`config.mk`:
```
export PLATFORM = sky130hd
export DESIGN_NAME = rolling_access_key_table
export DESIGN_NICKNAME = d
export VERILOG_FILES = /design/src/hdl/rakt_pkg.sv /design/src/hdl/rakt_ram.sv /design/src/hdl/rakt_scan.sv /design/src/hdl/rolling_access_key_table.sv
export SDC_FILE = /design/constraint.sdc
export NUM_CORES = 1
export LEC_CHECK = 0
export ABC_AREA = 1
export BUFFER_PORTS_ARGS = -buffer_cell sky130_fd_sc_hd__clkbuf_2
export CAP_MARGIN = 40
export CORE_MARGIN = 2
export CORE_UTILIZATION = 50
export CTS_CLUSTER_SIZE = 20
export DETAILED_ROUTE_END_ITERATION = 12
export PLACE_DENSITY = 0.79
export SYNTH_ARGS = -nofsm -noshare
export SYNTH_HDL_FRONTEND = slang
export SYNTH_SLANG_ARGS = --single-unit
export TNS_END_PERCENT = 1
```
`constraint.sdc`:
```
create_clock -name clock -period 11.1 [get_ports clock]
set_input_delay 3.33 -clock clock [delete_from_list [all_inputs] [get_ports clock]]
set_output_delay 3.33 -clock clock [all_outputs]
set_load 0.01 [all_outputs]
```
`src/hdl/rakt_pkg.sv`:
```
// rakt_pkg: shared types, sizes and codes for the rolling access key table
// used by rakt_scan, rolling_access_key_table and the testbench; no dependencies
package rakt_pkg;

   // table geometry
   localparam int SLOTS      = 16;
   localparam int KEY_OCTETS = 8;
   localparam int SLOT_W     = (SLOTS > 1) ? $clog2(SLOTS) : 1;
   localparam int CNT_W      = SLOT_W + 1;
   localparam int KEY_W      = 64;
   // wide enough to compare any slot_index against any table size below 512
   localparam int IDX_CMP_W  = 9;

   // only the low KEY_OCTETS bytes of a key take part
   localparam logic [KEY_W-1:0] KEY_MASK = {KEY_W{1'b1}} >> (KEY_W - 8 * KEY_OCTETS);

   typedef logic [1:0]        cmd_type;
   typedef logic [3:0]        idx_type;
   typedef logic [2:0]        status_type;
   typedef logic [KEY_W-1:0]  key_type;
   typedef logic [SLOT_W-1:0] slot_type;
   typedef logic [CNT_W-1:0]  cnt_type;

   // commands
   localparam cmd_type CMD_LOAD   = 2'd0;
   localparam cmd_type CMD_AUTH   = 2'd1;
   localparam cmd_type CMD_ENROLL = 2'd2;
   localparam cmd_type CMD_COMMIT = 2'd3;

   // result status codes
   localparam status_type ST_OK        = 3'd0;
   localparam status_type ST_NO_MARKER = 3'd1;
   localparam status_type ST_DENIED    = 3'd2;
   localparam status_type ST_COLLIDES  = 3'd3;
   localparam status_type ST_ALL_ONES  = 3'd4;
   localparam status_type ST_FULL      = 3'd5;

   // outcome of one pass over the table
   typedef struct packed {
      logic     done;
      logic     match_found;
      slot_type match_slot;
      logic     free_found;
      slot_type vacant_slot;
      logic     cand_hit;
   } scan_res_type;

endpackage

```
`src/hdl/rakt_ram.sv`:
```
// rakt_ram: generic single write port, single read port ram with registered read
// no package dependencies
module rakt_ram #(
   parameter int WIDTH = 64,
   parameter int DEPTH = 16
) (
   input  logic                                    clock,
   input  logic                                    wr_en,
   input  logic [((DEPTH > 1) ? $clog2(DEPTH) : 1)-1:0] wr_addr,
   input  logic [WIDTH-1:0]                        wr_data,
   input  logic                                    rd_en,
   input  logic [((DEPTH > 1) ? $clog2(DEPTH) : 1)-1:0] rd_addr,
   output logic [WIDTH-1:0]                        rd_data
);

   logic [WIDTH-1:0] mem_ff [DEPTH];
   logic [WIDTH-1:0] rd_data_ff;

   // write port
   always_ff @(posedge clock) begin
      if (wr_en) begin
         mem_ff[wr_addr] <= wr_data;
      end
   end

   // registered read port
   always_ff @(posedge clock) begin
      if (rd_en) begin
         rd_data_ff <= mem_ff[rd_addr];
      end
   end

   assign rd_data = rd_data_ff;

endmodule

```
`src/hdl/rakt_scan.sv`:
```
// rakt_scan: walks the key ram one slot per cycle, tracking the lowest matching
// slot, the lowest free slot and any candidate collision; uses rakt_pkg
module rakt_scan (
   input  logic                      clock,
   input  logic                      reset,
   input  logic                      start,
   input  rakt_pkg::key_type         key,
   input  rakt_pkg::key_type         cand,
   input  logic [rakt_pkg::SLOTS-1:0] valid,
   input  rakt_pkg::key_type         rd_data,
   output logic                      rd_en,
   output rakt_pkg::slot_type        rd_addr,
   output rakt_pkg::scan_res_type    res
);
   import rakt_pkg::*;

   logic     active_ff, active_in;
   cnt_type  iss_ff, iss_in;
   logic     pend_ff, pend_in;
   slot_type pidx_ff, pidx_in;
   logic     match_found_ff, match_found_in;
   slot_type match_slot_ff, match_slot_in;
   logic     free_found_ff, free_found_in;
   slot_type vacant_slot_ff, vacant_slot_in;
   logic     cand_hit_ff, cand_hit_in;
   logic     more;
   logic     slot_ok;
   logic     done;

   // read issue side
   assign more    = (iss_ff < cnt_type'(SLOTS));
   assign rd_en   = active_ff && more;
   assign rd_addr = iss_ff[SLOT_W-1:0];
   assign slot_ok = valid[pidx_ff];
   assign done    = active_ff && !more && pend_ff;

   // issue counter, compare stage and trackers
   always_comb begin
      active_in      = active_ff;
      iss_in         = iss_ff;
      pend_in        = 1'b0;
      pidx_in        = pidx_ff;
      match_found_in = match_found_ff;
      match_slot_in  = match_slot_ff;
      free_found_in  = free_found_ff;
      vacant_slot_in = vacant_slot_ff;
      cand_hit_in    = cand_hit_ff;
      if (start) begin
         active_in      = 1'b1;
         iss_in         = '0;
         match_found_in = 1'b0;
         match_slot_in  = '0;
         free_found_in  = 1'b0;
         vacant_slot_in = '0;
         cand_hit_in    = 1'b0;
      end else if (active_ff) begin
         if (more) begin
            iss_in  = iss_ff + cnt_type'(1);
            pend_in = 1'b1;
            pidx_in = iss_ff[SLOT_W-1:0];
         end
         // slot data from last cycle's read
         if (pend_ff) begin
            if (slot_ok && rd_data == key && !match_found_ff) begin
               match_found_in = 1'b1;
               match_slot_in  = pidx_ff;
            end
            if (!slot_ok && !free_found_ff) begin
               free_found_in  = 1'b1;
               vacant_slot_in = pidx_ff;
            end
            if (slot_ok && rd_data == cand) begin
               cand_hit_in = 1'b1;
            end
         end
         if (done) begin
            active_in = 1'b0;
         end
      end
   end

   always_ff @(posedge clock) begin
      if (reset) begin
         active_ff <= 1'b0;
         pend_ff   <= 1'b0;
      end else begin
         active_ff <= active_in;
         pend_ff   <= pend_in;
      end
   end

   always_ff @(posedge clock) begin
      iss_ff         <= iss_in;
      pidx_ff        <= pidx_in;
      match_found_ff <= match_found_in;
      match_slot_ff  <= match_slot_in;
      free_found_ff  <= free_found_in;
      vacant_slot_ff <= vacant_slot_in;
      cand_hit_ff    <= cand_hit_in;
   end

   assign res.done        = done;
   assign res.match_found = match_found_ff;
   assign res.match_slot  = match_slot_ff;
   assign res.free_found  = free_found_ff;
   assign res.vacant_slot = vacant_slot_ff;
   assign res.cand_hit    = cand_hit_ff;

endmodule

```
`src/hdl/rolling_access_key_table.sv`:
```
// rolling_access_key_table: top level, command decode, valid bits and result register
// load, commit and authenticate without marker give their result in the cycle after
// the item is taken; short items are taken one per cycle while the result register is
// free; authenticate with marker and enroll walk the key ram's single read port one slot
// per cycle and hold off new items until their result is registered; reset clears
// the valid bits and control state, not the key ram; uses rakt_pkg, rakt_ram, rakt_scan
module rolling_access_key_table (
   input  logic                 clock,
   input  logic                 reset,
   input  logic                 req_valid,
   output logic                 req_stall,
   input  rakt_pkg::cmd_type    req_command,
   input  rakt_pkg::idx_type    req_slot_index,
   input  rakt_pkg::key_type    req_presented_key,
   input  logic                 req_marker_ok,
   input  rakt_pkg::key_type    req_candidate_key,
   output logic                 rsp_valid,
   input  logic                 rsp_stall,
   output rakt_pkg::status_type rsp_status,
   output rakt_pkg::idx_type    rsp_found_slot,
   output rakt_pkg::key_type    rsp_new_key
);
   import rakt_pkg::*;

   localparam logic [1:0] S_IDLE = 2'd0;
   localparam logic [1:0] S_SCAN = 2'd1;
   localparam logic [1:0] S_DONE = 2'd2;

   logic [1:0]       state_ff, state_in;
   logic [SLOTS-1:0] valid_ff, valid_in;
   cmd_type          cmd_ff, cmd_in;
   key_type          key_ff, key_in;
   key_type          cand_ff, cand_in;
   logic             rsp_valid_ff, rsp_valid_in;
   status_type       status_ff, status_in;
   idx_type          slot_ff, slot_in;
   key_type          new_key_ff, new_key_in;

   logic         rsp_free;
   logic         accept;
   logic         is_write;
   logic         in_range;
   key_type      req_key_m;
   key_type      req_cand_m;
   slot_type     wr_slot;
   logic         start;
   logic         ram_rd_en;
   slot_type     ram_rd_addr;
   key_type      ram_rd_data;
   scan_res_type scan_res;
   logic         slot_found;
   slot_type     pick_slot;

   // handshake
   assign rsp_free  = !rsp_valid_ff || !rsp_stall;
   assign req_stall = !(state_ff == S_IDLE && rsp_free);
   assign accept    = req_valid && !req_stall;

   // decode of the incoming item
   assign req_key_m  = req_presented_key & KEY_MASK;
   assign req_cand_m = req_candidate_key & KEY_MASK;
   assign is_write   = (req_command == CMD_LOAD) || (req_command == CMD_COMMIT);
   assign in_range   = IDX_CMP_W'(req_slot_index) < IDX_CMP_W'(SLOTS);
   assign wr_slot    = SLOT_W'(req_slot_index);
   assign start      = accept && !is_write && (req_command == CMD_ENROLL || req_marker_ok);

   // key storage
   rakt_ram #(
      .WIDTH (KEY_W),
      .DEPTH (SLOTS)
   ) u_key_ram (
      .clock   (clock),
      .wr_en   (accept && is_write && in_range),
      .wr_addr (wr_slot),
      .wr_data (req_key_m),
      .rd_en   (ram_rd_en),
      .rd_addr (ram_rd_addr),
      .rd_data (ram_rd_data)
   );

   rakt_scan u_scan (
      .clock   (clock),
      .reset   (reset),
      .start   (start),
      .key     (key_ff),
      .cand    (cand_ff),
      .valid   (valid_ff),
      .rd_data (ram_rd_data),
      .rd_en   (ram_rd_en),
      .rd_addr (ram_rd_addr),
      .res     (scan_res)
   );

   // scan outcome for the pending command
   assign slot_found = (cmd_ff == CMD_AUTH) ? scan_res.match_found : scan_res.free_found;
   assign pick_slot  = (cmd_ff == CMD_AUTH) ? scan_res.match_slot : scan_res.vacant_slot;

   // sequencing, valid bits and result register
   always_comb begin
      state_in     = state_ff;
      valid_in     = valid_ff;
      cmd_in       = cmd_ff;
      key_in       = key_ff;
      cand_in      = cand_ff;
      rsp_valid_in = rsp_valid_ff && rsp_stall;
      status_in    = status_ff;
      slot_in      = slot_ff;
      new_key_in   = new_key_ff;
      case (state_ff)
         S_IDLE: begin
            if (accept) begin
               cmd_in  = req_command;
               key_in  = req_key_m;
               cand_in = req_cand_m;
               if (is_write) begin
                  rsp_valid_in = 1'b1;
                  slot_in      = '0;
                  new_key_in   = '0;
                  if (in_range) begin
                     status_in = ST_OK;
                     valid_in[wr_slot] = (req_command == CMD_COMMIT) || (req_key_m != KEY_MASK);
                  end else begin
                     status_in = ST_DENIED;
                  end
               end else if (start) begin
                  state_in = S_SCAN;
               end else begin
                  rsp_valid_in = 1'b1;
                  status_in    = ST_NO_MARKER;
                  slot_in      = '0;
                  new_key_in   = '0;
               end
            end
         end
         S_SCAN: begin
            if (scan_res.done) begin
               state_in = S_DONE;
            end
         end
         S_DONE: begin
            if (rsp_free) begin
               state_in     = S_IDLE;
               rsp_valid_in = 1'b1;
               new_key_in   = '0;
               if (!slot_found) begin
                  status_in = (cmd_ff == CMD_AUTH) ? ST_DENIED : ST_FULL;
                  slot_in   = '0;
               end else begin
                  slot_in = idx_type'(pick_slot);
                  if (cand_ff == KEY_MASK) begin
                     status_in = ST_ALL_ONES;
                  end else if (scan_res.cand_hit) begin
                     status_in = ST_COLLIDES;
                  end else begin
                     status_in  = ST_OK;
                     new_key_in = cand_ff;
                  end
               end
            end
         end
         default: begin
            state_in = S_IDLE;
         end
      endcase
   end

   always_ff @(posedge clock) begin
      if (reset) begin
         state_ff     <= S_IDLE;
         valid_ff     <= '0;
         rsp_valid_ff <= 1'b0;
      end else begin
         state_ff     <= state_in;
         valid_ff     <= valid_in;
         rsp_valid_ff <= rsp_valid_in;
      end
   end

   always_ff @(posedge clock) begin
      cmd_ff     <= cmd_in;
      key_ff     <= key_in;
      cand_ff    <= cand_in;
      status_ff  <= status_in;
      slot_ff    <= slot_in;
      new_key_ff <= new_key_in;
   end

   assign rsp_valid      = rsp_valid_ff;
   assign rsp_status     = status_ff;
   assign rsp_found_slot = slot_ff;
   assign rsp_new_key    = new_key_ff;

endmodule

```
## Word level (Yosys, flattened, before mapping)

Memory sizes are Yosys's and may differ from the RTL's. A register that Yosys moved wholly into a read port is not among the register bits.
Cells that the tools add are included.

| storage, ports and cells | value |
|---|---|
| register bits after elaboration | 242 |
| RAM bits | 1024 |
| bits of input ports | 139 |
| word-level logic and storage cells | 127 |
| memories | 1 |

Memory list:

| memory | words | bits a word | read ports | clocked after memory_dff | wr ports | RTL line | RTL |
|---|---|---|---|---|---|---|---|
| u_key_ram.mem_ff | 16 | 64 | 1 | 1 | 1 | rakt_ram.sv:16 | `logic [WIDTH-1:0] mem_ff [DEPTH];` |

| cells by class | value |
|---|---|
| add/subtract/negate cells | 1 |
| $lt $le $gt $ge | 4 |
| eq/ne operators | 15 |
| multiplexer cells | 47 |
| bitwise gates (word level) | 2 |
| reductions and logical operators | 39 |

Operator list:

| operator | number |
|---|---|
| 64-bit 2-to-1 mux | 7 |
| 64-bit equality test | 2 |
| 64-bit one-hot mux with 2 select lines | 1 |
| 64-bit equality test, second input constant | 1 |
| 64-bit inequality test, second input constant | 1 |
| 4-bit 2-to-1 mux | 6 |
| 3-bit 2-to-1 mux | 7 |
| 16-bit bitwise mux | 1 |
| 3-bit AND reduction | 5 |
| 1-bit logical AND | 14 |
| 1-bit 2-to-1 mux | 13 |
| 2-bit 2-to-1 mux | 6 |
| 4-bit by 5-bit less-than comparator with 1-bit output, second input constant | 2 |
| 1-bit zero test | 8 |
| 2-bit inequality test, second input constant | 4 |
| 4-bit one-hot mux with 2 select lines | 1 |
| 2-bit equality test, second input constant | 3 |
| 2-bit one-hot mux with 3 select lines | 1 |
| 3-bit one-hot mux with 2 select lines | 1 |
| 5-bit by 1-bit adder with 5-bit output, second input constant | 1 |
| 5-bit less-than comparator, second input constant | 1 |
| 5-bit AND reduction | 1 |
| 1-bit binary-select mux with 4-bit select | 1 |
| 1-bit demux with 4-bit select | 1 |
| other kinds (12) | 19 |

## Depth between registers and ports, before layout

| logic depth | value |
|---|---|
| word-level depth | 10 |
| depth in mapped cells | 13 |
| gate-level depth less buffers | 13 |

## Cells and area by module

A second synthesis with hierarchy kept.

| second synthesis, totals | value |
|---|---|
| cell total of the unflattened synthesis | 5484 |
| area, all modules | 57533.9 um2 |

Modules (own cells, without submodules):

| module | times used | cells each | area each (um2) | seq. area each (um2) |
|---|---|---|---|---|
| rakt_ram | 1 | 4210 | 45926.5 | 32671.3 |
| rolling_access_key_table | 1 | 604 | 8187.9 | 6416.2 |
| rakt_scan | 1 | 670 | 3419.5 | 480.5 |

## Worst setup path before layout

No wires, ideal clock.

| timing | value |
|---|---|
| path type | input-to-reg |
| start point | in rsp_stall |
| end point | reg slot_ff[0], in the netlist rsp_found_slot[0] (enable) |
| setup time | 500 ps |
| arrival time | 9518 ps |
| path slack | 1081 ps |
| stages on the path | 5 |
| path buffers | 0 |
| path through | nand2_1 -> nand3_1 -> inv_1 -> a21oi_1 -> nor2_1 |

| on the way | value |
|---|---|
| longest elaborated chain between the ends | 8 |
| elaborated cells between the ends (all ways) | 10 |

Ends and longest elaborated chain:

| item | RTL line | RTL |
|---|---|---|
| from (decl) | rolling_access_key_table.sv:18 | `input logic rsp_stall,` |
| 1-bit zero test (*) | rolling_access_key_table.sv:55 | `assign rsp_free = !rsp_valid_ff \|\| !rsp_stall;` |
| 1-bit logical OR (*) | rolling_access_key_table.sv:55 |  |
| 1-bit logical AND | rolling_access_key_table.sv:56 | `assign req_stall = !(state_ff == S_IDLE && rsp_free);` |
| 1-bit logical AND | rolling_access_key_table.sv:57 | `assign accept = req_valid && !req_stall;` |
| 1-bit logical AND (2 in series) | rolling_access_key_table.sv:65 | `assign start = accept && !is_write && (req_command == CMD_ENROLL \|\| req_marker_ok);` |
| 3-bit inequality test (no line) | n/a |  |
| 4-bit AND reduction (no line) (*) | n/a |  |
| to (signal assigned) | rolling_access_key_table.sv:184 | `slot_ff <= slot_in;` |
| to (decl) | rolling_access_key_table.sv:36 | `idx_type slot_ff, slot_in;` |

Mark *: on every way between the ends. The rest lies on a longest branch, timed or not.
A chain may end at the register's enable or synchronous reset.

## Worst setup path after layout

| timing | value |
|---|---|
| start point | in rsp_stall |
| end point | out req_stall |

| on the way | value |
|---|---|
| longest elaborated chain between the ends | 4 |

Ends and longest elaborated chain:

| item | RTL line | RTL |
|---|---|---|
| 1-bit zero test | rolling_access_key_table.sv:55 |  |
| 1-bit logical OR | rolling_access_key_table.sv:55 |  |
| 1-bit logical AND | rolling_access_key_table.sv:56 |  |
| 1-bit zero test | rolling_access_key_table.sv:56 |  |
| to (decl) | rolling_access_key_table.sv:11 | `output logic req_stall,` |

No other way between the ends.

==> summary.md <==
| Metric | Value |
|---|---|
| Status | `finished clean` |
| Critical path arrival | `3710 ps` |
| Hold Startpoint | `u_scan.vacant_slot_ff[3]` |
| Fin crit period | `7044 ps` |
| Pin count of the biggest net entering global routing | `197` |
| Max FO, Critical Path | `4` |
| PostCTS Resize Cnt | `0` |
| Power density over cell area | `206.5 nW/um^2` |
| Setup Skew | `32.88 ps` |
| First-pass GRT wire length | `195.5 mm` |
| Detailed-placement wirelength estimate | `75.23 mm` |
| Final wirelength | `131.5 mm` |
| Synth Cell Area | `52660 um^2` |
| Reg2reg path depth | `6` |
| GRT Residual Overflow | `0` |
| Gpl congestion | `0.8311` |
| Syn avg cell area | `13.36 um^2` |
| Clock Path Buffers | `3` |
| Area Overhead vs Synth | `13.41%` |
| Hold path endpoint | `u_scan.vacant_slot_ff[3]` |
| CP Capture Type | `output pin` |
| Yosys cell types | `35` |
| CTS root buf | `clkbuf_16` |
| Final setup violation count | `0` |
| Chip width | `328.5 um` |
| Crit path launch type | `primary input` |
| Commonest non-fill, non-tap cell in the layout | `edfxtp_1` |
| Slew Viols, Final | `0` |
| Setup TNS | `0 ps` |
| Worst rel slew slack | `34.42%` |
| DR vias | `33290` |
| Post-route ant nets | `0` |
| Vias in the first global route | `32760` |
| H-tree levels | `4` |
| R2r startpoint | `state_ff[1]` |
| Core area | `104800 um^2` |
| Final Cycle Share | `63.46%` |
| Nets | `4288` |
| Final hold slack | `475.4 ps` |
| Max-cap viol count | `0` |
| Fill cell count | `7787` |
| IO Count | `212` |
| # rows | `119` |
| Sequential area share after synthesis | `75.14%` |
| Clock transition at the registers of the reported paths | `60 ps` |
| Number of port buffers | `211` |
| Drt drc | `0` |
| Sink Count | `1330` |
| Chip Height | `328.5 um` |
| Leak | `0.02054 uW` |
| Routed len/inst | `23.30 um` |
| 1st-iter DRT viols | `4253` |
| Met2 Resource Use GR | `40.11%` |
| Max Fclk | `142.0 MHz` |
| Req. time, crit path | `7770 ps` |
| Most frequent cells in the layout | `edfxtp_1 (1293), nor2_1 (745), nand2_1 (447)` |
| Worst min path class | `flop to flop` |
| Post-CTS Setup Bufs | `0` |
| First-pass DRT Iterations | `7` |
| Share of cells above drive strength 1 | `12.09%` |
| Final Hold Fails | `0` |
| Hold path depth | `2` |
| Mapped Nets | `4082` |
| Multi-input gate area | `11440 um^2` |
| Slew @ Worst Pin | `983.8 ps` |
| Post-Synthesis Cells | `3940` |
| Total CTS buffers | `135` |
| Worst VDD drop | `0.1539 mV` |
| RSZ-0062 raised after global routing | `false` |
| Starting density of the core | `50.23%` |
| RR Endpoint | `u_key_ram.mem_ff[2][25]` |
| GR Util met3 | `4.076%` |
| Seq cells post-synth | `1330` |
| CTS tree | `built` |
| Synth warnings | `0` |
| # hold bufs at CTS | `0` |
| Total track usage | `23.99%` |
| Initial antenna violation count | `2` |
| Grt peak-use layer | `met2` |
| Die Area | `107900 um^2` |
| Clock latency at the later pin of the worst-skew pair | `750 ps` |
| WS Path Type | `primary input to output pin` |
| Vias per cell | `5.899` |
| Met1 Resource Use GR | `30.52%` |
| Reg2reg setup slack | `7400 ps` |
| FF/Latch Area | `39580 um^2` |
==> flip-flops by register name, summed over array words and instances, names as in the netlist, 2 cells and up <==
register               flops
u_key_ram.mem_ff        1024
cand_ff                   64
key_ff                    64
rsp_new_key               64
u_key_ram.rd_data         64
valid_ff                  16
u_scan.iss_ff              5
rsp_found_slot             4
u_scan.match_slot_ff       4
u_scan.pidx_ff             4
u_scan.vacant_slot_ff      4
rsp_status                 3
cmd_ff                     2
state_ff                   2
==> cell type report <==
cell class,instances,area share (%)
flip-flops and latches,1330,66.28
clock inverters,74,1.157
inverters,218,1.393
repair buffers,273,3.126
clock buffers,169,5.976
diodes,1,0.004191
multi-input cells,2188,19.15
well taps,1391,2.914
==> critical path, cell delays in order <==
cell	delay, ps
clkbuf_2	80
nand2_1	110
nand2_1	70
clkbuf_2	130
==> worst max path at each step <==
stage / from / endpoint / slack [ps] / cells after the start
floorplan: rsp_stall / rsp_found_slot[0] / 1080 / 5
detailed placement: rsp_stall / req_stall / 4060 / 4
finish: rsp_stall / req_stall / 4060 / 4
global placement: rsp_stall / req_stall / 4070 / 4
global route: rsp_stall / req_stall / 4000 / 4
CTS: rsp_stall / req_stall / 4050 / 4
==> report_power, final <==
group          total (uW)  internal [uW]  switching, uW
Combinational        2100            676           1420
Clock                4390           2470           1920
Sequential           5840           5700            141
Total               12300           8850           3480
==> through the flow <==
stage                     utilization (%)  total power (uW)  std cells  area (um^2)  worst slack [ps]
after floorplan                         -              7371       3940        52660              1081
after global placement              52.43              7892       5377        54960              4067
after detailed placement            52.89              7998       5399        55430              4056
after CTS                           56.95             12350       5642        59690              4055
after global routing                56.97             12750       5644        59720              4003
final                               56.97             12330       5644        59720              4056
==> synthesized netlist by cell type <==
master    number  area share [%]
edfxtp_1    1293              74
nor2_1       763             5.4
nand2_1      447             3.2
o21ai_0      279             2.7
inv_1        218             1.6
nand3_1      161             1.5
o32ai_1      151             2.5
clkbuf_1     111            0.79
mux2i_1      105             2.0
o221ai_1     105             1.7
buf_2         63            0.60
dfxtp_1       37             1.4
xor2_1        29            0.48
nand4_1       26            0.31
o211ai_1      23            0.33
xnor2_1       23            0.38
a21oi_1       21            0.20
nor2_2        19            0.23
buf_4         16            0.23
nor3_1        15            0.14
o21a_1         6           0.086
buf_1          5           0.036
buf_6          4           0.086
clkbuf_4       3           0.043
ha_1           3           0.071
nor4_1         3           0.036
buf_8          2           0.057
or2_2          2           0.024
a31oi_1        1           0.012
nand3b_1       1           0.014
nor4_2         1           0.024
o21ai_1        1          0.0095
o21ai_4        1           0.031
o22ai_1        1           0.012
or2_1          1           0.012
==> logic make-up (layout without fill, tap and decap cells) <==
logic type | after synthesis | count (layout) | synth area share, %
AO/OA/AOI/OAI | 589 | 589 | 7.587
XOR/XNOR | 52 | 52 | 0.8649
adder cells (fa/ha/maj) | 3 | 3 | 0.07129
buffers and inverters | 422 | 734 | 3.393
flip-flops | 1330 | 1330 | 75.14
multiplexers | 105 | 105 | 1.996
other | 0 | 1 | 0
AND/OR/NAND/NOR | 1439 | 1439 | 10.94
==> layer usage <==
metal / vias up / wire [um]
li1: 14770 / -
met4: 2 / 6217
met5: - / 13
met1: 16350 / 49180
met3: 339 / 11070
met2: 1832 / 65020
Power figures use the tool's default switching activity.
